===== src/design/deque_with_remove_by_key_core_macros.svh =====
// ----------------------------------------------------------------------------
// deque_with_remove_by_key_core_macros
// assertion shorthands shared by the deque core
// ----------------------------------------------------------------------------
`ifndef DEQUE_WITH_REMOVE_BY_KEY_CORE_MACROS_SVH
`define DEQUE_WITH_REMOVE_BY_KEY_CORE_MACROS_SVH

// same-cycle implication, disabled during reset
`define DWRK_ASSERT_IMPL(lbl, clk, rst, ante, cons, msg) \
   lbl: assert property (@(posedge clk) disable iff (rst) (ante) |-> (cons)) \
      else $error(msg);

// next-cycle implication, disabled during reset
`define DWRK_ASSERT_NEXT(lbl, clk, rst, ante, cons, msg) \
   lbl: assert property (@(posedge clk) disable iff (rst) (ante) |=> (cons)) \
      else $error(msg);

`endif


===== src/design/dwrk_pkg.sv =====
// ----------------------------------------------------------------------------
// dwrk_pkg
// types, widths and codes shared by the deque core modules
// ----------------------------------------------------------------------------
package dwrk_pkg;

   localparam int KEY_W         = 24;
   localparam int DATA_W        = 32;
   localparam int REC_W         = KEY_W + DATA_W;
   localparam int DEPTH_DEFAULT = 16;

   typedef enum logic [1:0] {
      OP_PUSH_BACK  = 2'd0,
      OP_PUSH_FRONT = 2'd1,
      OP_POP_FRONT  = 2'd2,
      OP_REMOVE_KEY = 2'd3
   } op_type;

   typedef enum logic [1:0] {
      ST_OK        = 2'd0,
      ST_FULL      = 2'd1,
      ST_EMPTY     = 2'd2,
      ST_NOT_FOUND = 2'd3
   } status_type;

   typedef enum logic [3:0] {
      S_IDLE,
      S_EXEC,
      S_SCAN_RD,
      S_SCAN_CMP,
      S_SHIFT_RD,
      S_SHIFT_WR,
      S_RD_FRONT,
      S_RD_BACK,
      S_CAP_BACK,
      S_DONE
   } state_type;

   typedef enum logic [2:0] {
      ADDR_POS,
      ADDR_POS_NEXT,
      ADDR_TAIL,
      ADDR_NEW_HEAD,
      ADDR_FRONT,
      ADDR_BACK
   } addr_sel_type;

   // controller to datapath
   typedef struct packed {
      logic         load_req;
      logic         mem_we;
      logic         wr_from_mem;
      addr_sel_type addr_sel;
      logic         head_inc;
      logic         head_dec;
      logic         count_inc;
      logic         count_dec;
      logic         pos_clr;
      logic         pos_inc;
      logic         front_cap;
      logic         back_cap;
      logic         view_clr;
      logic         status_we;
      status_type   status_val;
      logic         rsp_load;
   } dp_cmd_type;

   // datapath to controller
   typedef struct packed {
      op_type op;
      logic   full;
      logic   empty;
      logic   key_hit;
      logic   scan_last;
      logic   shift_last;
      logic   rsp_busy;
   } dp_sts_type;

endpackage


===== src/design/dwrk_ram.sv =====
// ----------------------------------------------------------------------------
// dwrk_ram
// generic single-address ram, one write or read per cycle, registered read
// ----------------------------------------------------------------------------
module dwrk_ram #(
   parameter int WIDTH = 8,
   parameter int DEPTH = 16
) (
   input  logic                     clock,
   input  logic                     we,
   input  logic [$clog2(DEPTH)-1:0] addr,
   input  logic [WIDTH-1:0]         wdata,
   output logic [WIDTH-1:0]         rdata
);

   logic [WIDTH-1:0] mem_ff [DEPTH];
   logic [WIDTH-1:0] rdata_ff;

   always_ff @(posedge clock) begin
      if (we) begin
         mem_ff[addr] <= wdata;
      end
      rdata_ff <= mem_ff[addr];
   end

   assign rdata = rdata_ff;

endmodule


===== src/design/dwrk_ctrl.sv =====
// ----------------------------------------------------------------------------
// dwrk_ctrl
// sequencer for one item: execute, key scan, gap closing, readout, response
// ----------------------------------------------------------------------------
module dwrk_ctrl (
   input  logic                clock,
   input  logic                reset,
   input  logic                req_valid,
   output logic                req_stall,
   input  dwrk_pkg::dp_sts_type sts,
   output dwrk_pkg::dp_cmd_type cmd
);

   import dwrk_pkg::*;

   state_type state_ff;
   state_type state_in;

   always_ff @(posedge clock) begin
      if (reset) begin
         state_ff <= S_IDLE;
      end else begin
         state_ff <= state_in;
      end
   end

   // next state
   always_comb begin
      state_in = state_ff;
      unique case (state_ff)
         S_IDLE: begin
            if (req_valid) state_in = S_EXEC;
         end
         S_EXEC: begin
            if (sts.op == OP_REMOVE_KEY && !sts.empty) state_in = S_SCAN_RD;
            else                                        state_in = S_RD_FRONT;
         end
         S_SCAN_RD: state_in = S_SCAN_CMP;
         S_SCAN_CMP: begin
            priority if (sts.key_hit && sts.scan_last) state_in = S_RD_FRONT;
            else if (sts.key_hit)                      state_in = S_SHIFT_RD;
            else if (sts.scan_last)                    state_in = S_RD_FRONT;
            else                                       state_in = S_SCAN_RD;
         end
         S_SHIFT_RD: state_in = S_SHIFT_WR;
         S_SHIFT_WR: begin
            if (sts.shift_last) state_in = S_RD_FRONT;
            else                state_in = S_SHIFT_RD;
         end
         S_RD_FRONT: begin
            if (sts.empty) state_in = S_DONE;
            else           state_in = S_RD_BACK;
         end
         S_RD_BACK:  state_in = S_CAP_BACK;
         S_CAP_BACK: state_in = S_DONE;
         S_DONE: begin
            if (!sts.rsp_busy) state_in = S_IDLE;
         end
         default: state_in = S_IDLE;
      endcase
   end

   // outputs
   always_comb begin
      cmd            = '0;
      cmd.addr_sel   = ADDR_POS;
      cmd.status_val = ST_OK;
      req_stall      = (state_ff != S_IDLE);
      unique case (state_ff)
         S_IDLE: begin
            cmd.load_req = req_valid;
         end
         S_EXEC: begin
            cmd.status_we = 1'b1;
            unique case (sts.op)
               OP_PUSH_BACK: begin
                  if (sts.full) begin
                     cmd.status_val = ST_FULL;
                  end else begin
                     cmd.mem_we    = 1'b1;
                     cmd.addr_sel  = ADDR_TAIL;
                     cmd.count_inc = 1'b1;
                  end
               end
               OP_PUSH_FRONT: begin
                  if (sts.full) begin
                     cmd.status_val = ST_FULL;
                  end else begin
                     cmd.mem_we    = 1'b1;
                     cmd.addr_sel  = ADDR_NEW_HEAD;
                     cmd.head_dec  = 1'b1;
                     cmd.count_inc = 1'b1;
                  end
               end
               OP_POP_FRONT: begin
                  if (sts.empty) begin
                     cmd.status_val = ST_EMPTY;
                  end else begin
                     cmd.head_inc  = 1'b1;
                     cmd.count_dec = 1'b1;
                  end
               end
               OP_REMOVE_KEY: begin
                  if (sts.empty) cmd.status_val = ST_NOT_FOUND;
                  else           cmd.pos_clr    = 1'b1;
               end
               default: cmd.status_val = ST_OK;
            endcase
         end
         S_SCAN_RD: begin
            cmd.addr_sel = ADDR_POS;
         end
         S_SCAN_CMP: begin
            priority if (sts.key_hit && sts.scan_last) begin
               cmd.count_dec = 1'b1;
            end else if (sts.key_hit) begin
               cmd.status_val = ST_OK;
            end else if (sts.scan_last) begin
               cmd.status_we  = 1'b1;
               cmd.status_val = ST_NOT_FOUND;
            end else begin
               cmd.pos_inc = 1'b1;
            end
         end
         S_SHIFT_RD: begin
            cmd.addr_sel = ADDR_POS_NEXT;
         end
         S_SHIFT_WR: begin
            cmd.mem_we      = 1'b1;
            cmd.wr_from_mem = 1'b1;
            cmd.addr_sel    = ADDR_POS;
            if (sts.shift_last) cmd.count_dec = 1'b1;
            else                cmd.pos_inc   = 1'b1;
         end
         S_RD_FRONT: begin
            cmd.addr_sel = ADDR_FRONT;
            cmd.view_clr = sts.empty;
         end
         S_RD_BACK: begin
            cmd.addr_sel  = ADDR_BACK;
            cmd.front_cap = 1'b1;
         end
         S_CAP_BACK: begin
            cmd.back_cap = 1'b1;
         end
         S_DONE: begin
            cmd.rsp_load = !sts.rsp_busy;
         end
         default: cmd.load_req = 1'b0;
      endcase
   end

endmodule


===== src/design/dwrk_dpath.sv =====
// ----------------------------------------------------------------------------
// dwrk_dpath
// ring pointers, record ram, scan position, readout and response registers
// ----------------------------------------------------------------------------
module dwrk_dpath #(
   parameter int DEPTH = dwrk_pkg::DEPTH_DEFAULT
) (
   input  logic                         clock,
   input  logic                         reset,
   input  logic [1:0]                   req_cmd,
   input  logic [dwrk_pkg::KEY_W-1:0]   req_record_key,
   input  logic [dwrk_pkg::DATA_W-1:0]  req_record_payload,
   input  dwrk_pkg::dp_cmd_type         cmd,
   output dwrk_pkg::dp_sts_type         sts,
   output logic                         rsp_valid,
   input  logic                         rsp_stall,
   output logic [1:0]                   rsp_status,
   output logic                         rsp_is_empty,
   output logic [$clog2(DEPTH+1)-1:0]   rsp_occupancy,
   output logic [dwrk_pkg::KEY_W-1:0]   rsp_front_key,
   output logic [dwrk_pkg::DATA_W-1:0]  rsp_front_data,
   output logic [dwrk_pkg::KEY_W-1:0]   rsp_back_key,
   output logic [dwrk_pkg::DATA_W-1:0]  rsp_back_data
);

   import dwrk_pkg::*;

   localparam int IW = $clog2(DEPTH);
   localparam int CW = $clog2(DEPTH+1);

   op_type             op_ff;
   logic [KEY_W-1:0]   key_ff;
   logic [DATA_W-1:0]  payload_ff;
   logic [IW-1:0]      head_ff;
   logic [CW-1:0]      count_ff;
   logic [CW-1:0]      pos_ff;
   status_type         status_ff;
   logic [KEY_W-1:0]   front_key_ff;
   logic [DATA_W-1:0]  front_data_ff;
   logic [KEY_W-1:0]   back_key_ff;
   logic [DATA_W-1:0]  back_data_ff;
   logic               rsp_valid_ff;
   status_type         rsp_status_ff;
   logic               rsp_is_empty_ff;
   logic [CW-1:0]      rsp_occupancy_ff;
   logic [KEY_W-1:0]   rsp_front_key_ff;
   logic [DATA_W-1:0]  rsp_front_data_ff;
   logic [KEY_W-1:0]   rsp_back_key_ff;
   logic [DATA_W-1:0]  rsp_back_data_ff;

   logic [IW-1:0]      head_inc;
   logic [IW-1:0]      head_dec;
   logic [CW-1:0]      pos_next;
   logic [IW-1:0]      ram_addr;
   logic [REC_W-1:0]   ram_wdata;
   logic [REC_W-1:0]   ram_rdata;

   // ring slot of logical position pos from the front
   function automatic logic [IW-1:0] slot_of(input logic [IW-1:0] head,
                                             input logic [CW-1:0] pos);
      logic [IW:0] sum;
      sum = {1'b0, head} + {1'b0, pos[IW-1:0]};
      if (sum >= (IW+1)'(DEPTH)) sum = sum - (IW+1)'(DEPTH);
      return sum[IW-1:0];
   endfunction

   assign head_inc = (head_ff == IW'(DEPTH-1)) ? '0 : head_ff + IW'(1);
   assign head_dec = (head_ff == '0) ? IW'(DEPTH-1) : head_ff - IW'(1);
   assign pos_next = pos_ff + CW'(1);

   always_comb begin
      unique case (cmd.addr_sel)
         ADDR_POS:      ram_addr = slot_of(head_ff, pos_ff);
         ADDR_POS_NEXT: ram_addr = slot_of(head_ff, pos_next);
         ADDR_TAIL:     ram_addr = slot_of(head_ff, count_ff);
         ADDR_NEW_HEAD: ram_addr = head_dec;
         ADDR_FRONT:    ram_addr = head_ff;
         ADDR_BACK:     ram_addr = slot_of(head_ff, count_ff - CW'(1));
         default:       ram_addr = head_ff;
      endcase
   end

   assign ram_wdata = cmd.wr_from_mem ? ram_rdata : {key_ff, payload_ff};

   dwrk_ram #(
      .WIDTH (REC_W),
      .DEPTH (DEPTH)
   ) u_store (
      .clock (clock),
      .we    (cmd.mem_we),
      .addr  (ram_addr),
      .wdata (ram_wdata),
      .rdata (ram_rdata)
   );

   // status to the controller
   assign sts.op         = op_ff;
   assign sts.full       = (count_ff == CW'(DEPTH));
   assign sts.empty      = (count_ff == '0);
   assign sts.key_hit    = (ram_rdata[REC_W-1 -: KEY_W] == key_ff);
   assign sts.scan_last  = (pos_next >= count_ff);
   assign sts.shift_last = (({1'b0, pos_ff} + (CW+1)'(2)) >= {1'b0, count_ff});
   assign sts.rsp_busy   = rsp_valid_ff && rsp_stall;

   // control registers
   always_ff @(posedge clock) begin
      if (reset) begin
         head_ff      <= '0;
         count_ff     <= '0;
         rsp_valid_ff <= 1'b0;
      end else begin
         if (cmd.head_inc)      head_ff <= head_inc;
         else if (cmd.head_dec) head_ff <= head_dec;
         if (cmd.count_inc)      count_ff <= count_ff + CW'(1);
         else if (cmd.count_dec) count_ff <= count_ff - CW'(1);
         if (cmd.rsp_load)       rsp_valid_ff <= 1'b1;
         else if (!rsp_stall)    rsp_valid_ff <= 1'b0;
      end
   end

   // payload registers
   always_ff @(posedge clock) begin
      if (cmd.load_req) begin
         op_ff      <= op_type'(req_cmd);
         key_ff     <= req_record_key;
         payload_ff <= req_record_payload;
      end
      if (cmd.pos_clr)      pos_ff <= '0;
      else if (cmd.pos_inc) pos_ff <= pos_next;
      if (cmd.status_we) status_ff <= cmd.status_val;
      if (cmd.view_clr) begin
         front_key_ff  <= '0;
         front_data_ff <= '0;
         back_key_ff   <= '0;
         back_data_ff  <= '0;
      end
      if (cmd.front_cap) begin
         front_key_ff  <= ram_rdata[REC_W-1 -: KEY_W];
         front_data_ff <= ram_rdata[DATA_W-1:0];
      end
      if (cmd.back_cap) begin
         back_key_ff  <= ram_rdata[REC_W-1 -: KEY_W];
         back_data_ff <= ram_rdata[DATA_W-1:0];
      end
      if (cmd.rsp_load) begin
         rsp_status_ff     <= status_ff;
         rsp_is_empty_ff   <= (count_ff == '0);
         rsp_occupancy_ff  <= count_ff;
         rsp_front_key_ff  <= front_key_ff;
         rsp_front_data_ff <= front_data_ff;
         rsp_back_key_ff   <= back_key_ff;
         rsp_back_data_ff  <= back_data_ff;
      end
   end

   assign rsp_valid      = rsp_valid_ff;
   assign rsp_status     = rsp_status_ff;
   assign rsp_is_empty   = rsp_is_empty_ff;
   assign rsp_occupancy  = rsp_occupancy_ff;
   assign rsp_front_key  = rsp_front_key_ff;
   assign rsp_front_data = rsp_front_data_ff;
   assign rsp_back_key   = rsp_back_key_ff;
   assign rsp_back_data  = rsp_back_data_ff;

endmodule


===== src/design/deque_with_remove_by_key_core.sv =====
// ----------------------------------------------------------------------------
// deque_with_remove_by_key_core
// bounded double-ended record queue with delete of the first matching key
// ----------------------------------------------------------------------------
// Holds up to DEPTH records (24-bit key, 32-bit payload) in a ring kept in a
// single-port ram with registered read. Each item runs push back, push front,
// pop front or remove by key and answers with one result item: status,
// empty flag, occupancy and the front and back records (zero when empty).
// One item is in work at a time. Remove by key reads and compares the records
// from the front one by one and, on the first match, moves every later record
// one place toward the front to close the gap. The single ram port allows one
// access per cycle. A result waits in an output register, so a stalled result
// only holds back the end of the following item.
// ----------------------------------------------------------------------------
`include "deque_with_remove_by_key_core_macros.svh"

module deque_with_remove_by_key_core #(
   parameter int DEPTH = dwrk_pkg::DEPTH_DEFAULT
) (
   input  logic                         clock,
   input  logic                         reset,
   // request channel
   input  logic                         req_valid,
   output logic                         req_stall,
   input  logic [1:0]                   req_cmd,
   input  logic [dwrk_pkg::KEY_W-1:0]   req_record_key,
   input  logic [dwrk_pkg::DATA_W-1:0]  req_record_payload,
   // response channel
   output logic                         rsp_valid,
   input  logic                         rsp_stall,
   output logic [1:0]                   rsp_status,
   output logic                         rsp_is_empty,
   output logic [$clog2(DEPTH+1)-1:0]   rsp_occupancy,
   output logic [dwrk_pkg::KEY_W-1:0]   rsp_front_key,
   output logic [dwrk_pkg::DATA_W-1:0]  rsp_front_data,
   output logic [dwrk_pkg::KEY_W-1:0]   rsp_back_key,
   output logic [dwrk_pkg::DATA_W-1:0]  rsp_back_data
);

   import dwrk_pkg::*;

   localparam int CW = $clog2(DEPTH+1);

   dp_cmd_type dp_cmd;
   dp_sts_type dp_sts;

   // sequencer: one state per ram access, waits in done for the output slot
   dwrk_ctrl u_ctrl (
      .clock     (clock),
      .reset     (reset),
      .req_valid (req_valid),
      .req_stall (req_stall),
      .sts       (dp_sts),
      .cmd       (dp_cmd)
   );

   // ring pointers, record ram and the response register
   dwrk_dpath #(
      .DEPTH (DEPTH)
   ) u_dpath (
      .clock              (clock),
      .reset              (reset),
      .req_cmd            (req_cmd),
      .req_record_key     (req_record_key),
      .req_record_payload (req_record_payload),
      .cmd                (dp_cmd),
      .sts                (dp_sts),
      .rsp_valid          (rsp_valid),
      .rsp_stall          (rsp_stall),
      .rsp_status         (rsp_status),
      .rsp_is_empty       (rsp_is_empty),
      .rsp_occupancy      (rsp_occupancy),
      .rsp_front_key      (rsp_front_key),
      .rsp_front_data     (rsp_front_data),
      .rsp_back_key       (rsp_back_key),
      .rsp_back_data      (rsp_back_data)
   );

   // one item in work at a time
   `DWRK_ASSERT_NEXT(a_busy_after_accept, clock, reset, req_valid && !req_stall, req_stall, "request accepted while an item was in work")
   // count never passes the capacity
   `DWRK_ASSERT_IMPL(a_occupancy_bound, clock, reset, rsp_valid, rsp_occupancy <= CW'(DEPTH), "occupancy above capacity")
   // refused push only when the store is full
   `DWRK_ASSERT_IMPL(a_full_status, clock, reset, rsp_valid && rsp_status == ST_FULL, rsp_occupancy == CW'(DEPTH), "full status with free space")
   // empty flag follows the count and the readout is cleared
   `DWRK_ASSERT_IMPL(a_empty_view, clock, reset, rsp_valid && rsp_is_empty, rsp_occupancy == '0 && rsp_front_key == '0 && rsp_back_key == '0 && rsp_front_data == '0 && rsp_back_data == '0, "empty result with stale contents")

endmodule

===== config.mk =====
export PLATFORM = sky130hd
export DESIGN_NAME = deque_with_remove_by_key_core
export DESIGN_NICKNAME = d
export VERILOG_FILES = /design/src/design/dwrk_pkg.sv /design/src/design/dwrk_ram.sv /design/src/design/dwrk_ctrl.sv /design/src/design/dwrk_dpath.sv /design/src/design/deque_with_remove_by_key_core.sv
export VERILOG_INCLUDE_DIRS = /design/src /design/src/design
export SDC_FILE = /design/constraint.sdc
export NUM_CORES = 1
export LEC_CHECK = 0
export ABC_CLOCK_PERIOD_IN_PS = 20600
export BUFFER_PORTS_ARGS = -buffer_cell sky130_fd_sc_hd__buf_2
export CAP_MARGIN = 10
export CORE_UTILIZATION = 60
export DETAILED_ROUTE_END_ITERATION = 12
export PLACE_DENSITY = 0.78
export SYNTH_ARGS = -nofsm -noshare
export SYNTH_HDL_FRONTEND = slang
export SYNTH_SLANG_ARGS = --single-unit

===== constraint.sdc =====
create_clock -name clock -period 20.6 [get_ports clock]
set_input_delay 2.06 -clock clock [delete_from_list [all_inputs] [get_ports clock]]
set_output_delay 2.06 -clock clock [all_outputs]
set_load 0.02 [all_outputs]

==> impl_metrics.env <==
export IMPL_synth_ff_latch_count=1263
export IMPL_register_area_sq_mm=0.0372
export IMPL_postSynthAreaPerCell_sq_um=21.2
export IMPL_antenna_left=0
export IMPL_antenna_cells=0
export IMPL_ys_seq_area_frac=0.789
export IMPL_combPwrFrac=0.342
export IMPL_cp_start_kind="flip-flop"
export IMPL_synth_compound_area_frac=0.0283
export IMPL_synth_flop_cell="edfxtp_1"
export IMPL_fin_util=0.686
export IMPL_ir_drop_uv=243
export IMPL_path_cells="or4b_1, nor4b_4, a221oi_1, o31ai_1, ha_1, inv_1, fa_1, nor3_1, a211o_4, buf_4, buf_4, mux4_2, a22oi_1, nand2_1"
export IMPL_holdWs_ns=0.402
export IMPL_grt_max_degree=128
export IMPL_fin_ws_ns=14.29
export IMPL_via_per_inst=6.45
export IMPL_grt_pass1_vias=23494
export IMPL_p_int_mw=5.77
export IMPL_rsz0062_at_grt="no"
export IMPL_r2r_start="u_ctrl.state_ff[0]$_SDFFE_PP0P_"
export IMPL_synth_nets=2306
export IMPL_synth_edf_count=1188
export IMPL_path_buf_inv=3
export IMPL_finalSetupTns_ns=0
export IMPL_crit_family="buffers and inverters"
export IMPL_max_cap_violations=0
export IMPL_max_slew_margin_rel=0.232
export IMPL_die_y_microns=282
export IMPL_postCtsHoldBufs=0
export IMPL_critPathKind="flip-flop to flip-flop"
export IMPL_design_area_sq_mm=0.0532
export IMPL_swShare=0.321
export IMPL_critPathLaunch="u_ctrl.state_ff[0]$_SDFFE_PP0P_"
export IMPL_synth_area_sq_mm=0.0471
export IMPL_fp_coreArea_sq_mm=0.0776
export IMPL_rows=102
export IMPL_finalWeightedCongestion=0.847
export IMPL_initial_core_util=0.607
export IMPL_yosys_warnings=0
export IMPL_hp_class="flip-flop to flip-flop"
export IMPL_crit_path_frequent_cell="buf_4"
export IMPL_cp_required_ns=21.15
export IMPL_clk_latency_ns=0.69
export IMPL_status="complete, no violations"
export IMPL_crit_arrival_ns=6.86
export IMPL_avgRoutedWirePerCell_microns=28.8
export IMPL_skew_ns=0.0303
export IMPL_grt_ovfl_total=0
export IMPL_io_pins=184
export IMPL_drv_slew=0
export IMPL_synthCells=2222
export IMPL_fin_crit_sh=0.306
export IMPL_vias=23280
export IMPL_post_cts_buffers=0
export IMPL_synth_top_area_frac=0.757
export IMPL_yosys_top_cells_area="edfxtp_1, mux4_2, dfxtp_1, a22oi_1, and2_1"
export IMPL_grt_usage=0.265
export IMPL_hpwlAfterDp_microns=54600
export IMPL_cts_tree="built"
export IMPL_dieArea_sq_mm=0.0797
export IMPL_clock_power_share=0.253
export IMPL_slowest_stage="buf_4"
export IMPL_cts_resized_gates=0
export IMPL_synth_adder_area_share=0.00600
export IMPL_hp_start="u_dpath.back_data_ff[19]$_SDFFCE_PN0P_"
export IMPL_async_reset_ff_frac=0
export IMPL_critPathMaxStageDelay_ns=0.82
export IMPL_drive_above_1_share=0.283
export IMPL_timing_fmax_mhz=158
export IMPL_finalSetupViolations=0
export IMPL_yosysUniqueCellTypes=61
export IMPL_synth_xor_area_frac=0.00661
export IMPL_grt_pass1_wl_microns=152000
export IMPL_clk_path_buf_depth=3
export IMPL_nFillCells=4674
export IMPL_dp_slack_ns=14.41
export IMPL_clk_pin_slew_ns=0.07
export IMPL_port_buffers=183
export IMPL_multi_input_area_sq_mm=0.00956
export IMPL_layout_nets=2550
export IMPL_drtIter0Drc=2892
export IMPL_cts_htree_levels=3
export IMPL_cp_end_kind="flip-flop"
export IMPL_antenna_found_initial=0
export IMPL_hold_viol=0
export IMPL_synth_simple_gate_area_frac=0.0348
export IMPL_totalWireLength_microns=104000
export IMPL_sequentialPowerShare=0.405
export IMPL_cts_root_buffer="clkbuf_16"
export IMPL_cts_buffers=116
export IMPL_path_max_fanout=61
export IMPL_cts_sinks=1263
export IMPL_synthMuxAreaShare=0.123
export IMPL_yosysTopAreaCell="edfxtp_1"
export IMPL_switchingPower_mw=2.72
export IMPL_place_area_sq_mm=0.0494
export IMPL_synthToLayoutAreaGrowth_pct=12.9
export IMPL_tightest_slew_ns=1.15
export IMPL_synth_top_family_by_area="multiplexers"
export IMPL_p_leak_nw=17.3
export IMPL_drc=0
export IMPL_die_w_microns=282
export IMPL_min_period_ns=6.31
export IMPL_p_per_area_mw_per_mm2=160
export IMPL_first_pass_iters=5
area by class of cell:
class | count | area share
clock buffers | 142 | 0.0581
multi-input cells | 837 | 0.180
repair buffers | 232 | 0.0244
inverters | 16 | 0.00113
clock inverters | 78 | 0.0139
well taps | 1040 | 0.0244
flip-flops and latches | 1263 | 0.698
registers in the layout, indices dropped and copies added (netlist names):
signal and count:
u_dpath.u_store.mem_ff 896, u_dpath.u_store.rdata 56, u_dpath.back_data_ff 32, u_dpath.front_data_ff 32
u_dpath.payload_ff 32, u_dpath.rsp_back_data 32, u_dpath.rsp_front_data 32, u_dpath.back_key_ff 24
u_dpath.front_key_ff 24, u_dpath.key_ff 24, u_dpath.rsp_back_key 24, u_dpath.rsp_front_key 24
u_dpath.count_ff 5, u_dpath.pos_ff 5, u_dpath.rsp_occupancy 5, u_ctrl.state_ff 4
u_dpath.head_ff 4, u_dpath.op_ff 2, u_dpath.rsp_status 2, u_dpath.status_ff 2
u_dpath.rsp_is_empty 1, u_dpath.rsp_valid 1
cells by family after synthesis:
group,after synthesis
muxes,292
DFF,1263
AOI/OAI and AO/OA,184
adders and majority gates,22
xor gates and xnor gates,34
buffers and inverters,122
and+or+nand+nor,305
synth_stat cells (all sizes together), types with 3 or more instances:
cell type  instances
a211o              3
a21o               5
a21oi             14
a221oi             6
a22oi            112
a31oi              4
and2             113
and3               5
buf               50
clkbuf            56
dfxtp             75
edfxtp          1188
ha                21
inv               16
mux2              62
mux2i              6
mux4             224
nand2             87
nand2b             7
nand3             11
nor2              27
nor2b              3
nor3              23
nor4              10
o21ai             15
o31ai              4
or3                5
xnor2              6
xor2              27
layout by cell type (no fill, tap or decap), types with 48 or more instances in the layout:
master        n
a22oi_1     112
nand2_1      86
clkbuf_16   118
and2_1      112
mux2_2       62
edfxtp_1   1188
mux4_2      224
buf_2       183
dfxtp_1      75
buf_4        48
through the flow:
stage          instances  total power, mW
2_1_floorplan       2222             5.62
3_3_place_gp        3388             6.27
3_5_place_dp        3388             6.36
4_1_cts             3608             8.54
5_1_grt             3608             8.82
6_report            3608             8.49
path summary, 6_finish.rpt:
kind,depth (start not counted),slack (ns),end
worst min register to register,0,0.40,u_dpath.rsp_back_data[19]$_DFFE_PP_
worst max-delay path,14,14.29,u_dpath.u_store.rdata[0]$_DFF_P_
worst min-delay path,0,0.40,u_dpath.rsp_back_data[19]$_DFFE_PP_
worst max register to register,14,14.29,u_dpath.u_store.rdata[0]$_DFF_P_
metal layers:
| metal | vias up | GRT usage | share of wire |
|---|---|---|---|
| met5 | - | 0 | 0 |
| met4 | 0 | 0.0818 | 0.027 |
| met3 | 197 | 0.0497 | 0.089 |
| met2 | 1316 | 0.433 | 0.50 |
| met1 | 12179 | 0.369 | 0.39 |
| li1 | 9588 | - | - |
power by group through the flow:
stage | Combinational (mW) | Sequential [mW] | Clock (mW)
after floorplan | 2.21 | 3.41 | 0
after global placement | 2.80 | 3.47 | 0
after detailed placement | 2.88 | 3.48 | 0
after CTS | 2.93 | 3.44 | 2.17
after global routing | 3.11 | 3.46 | 2.26
final | 2.91 | 3.44 | 2.14
Power figures use the tool's default switching activity.
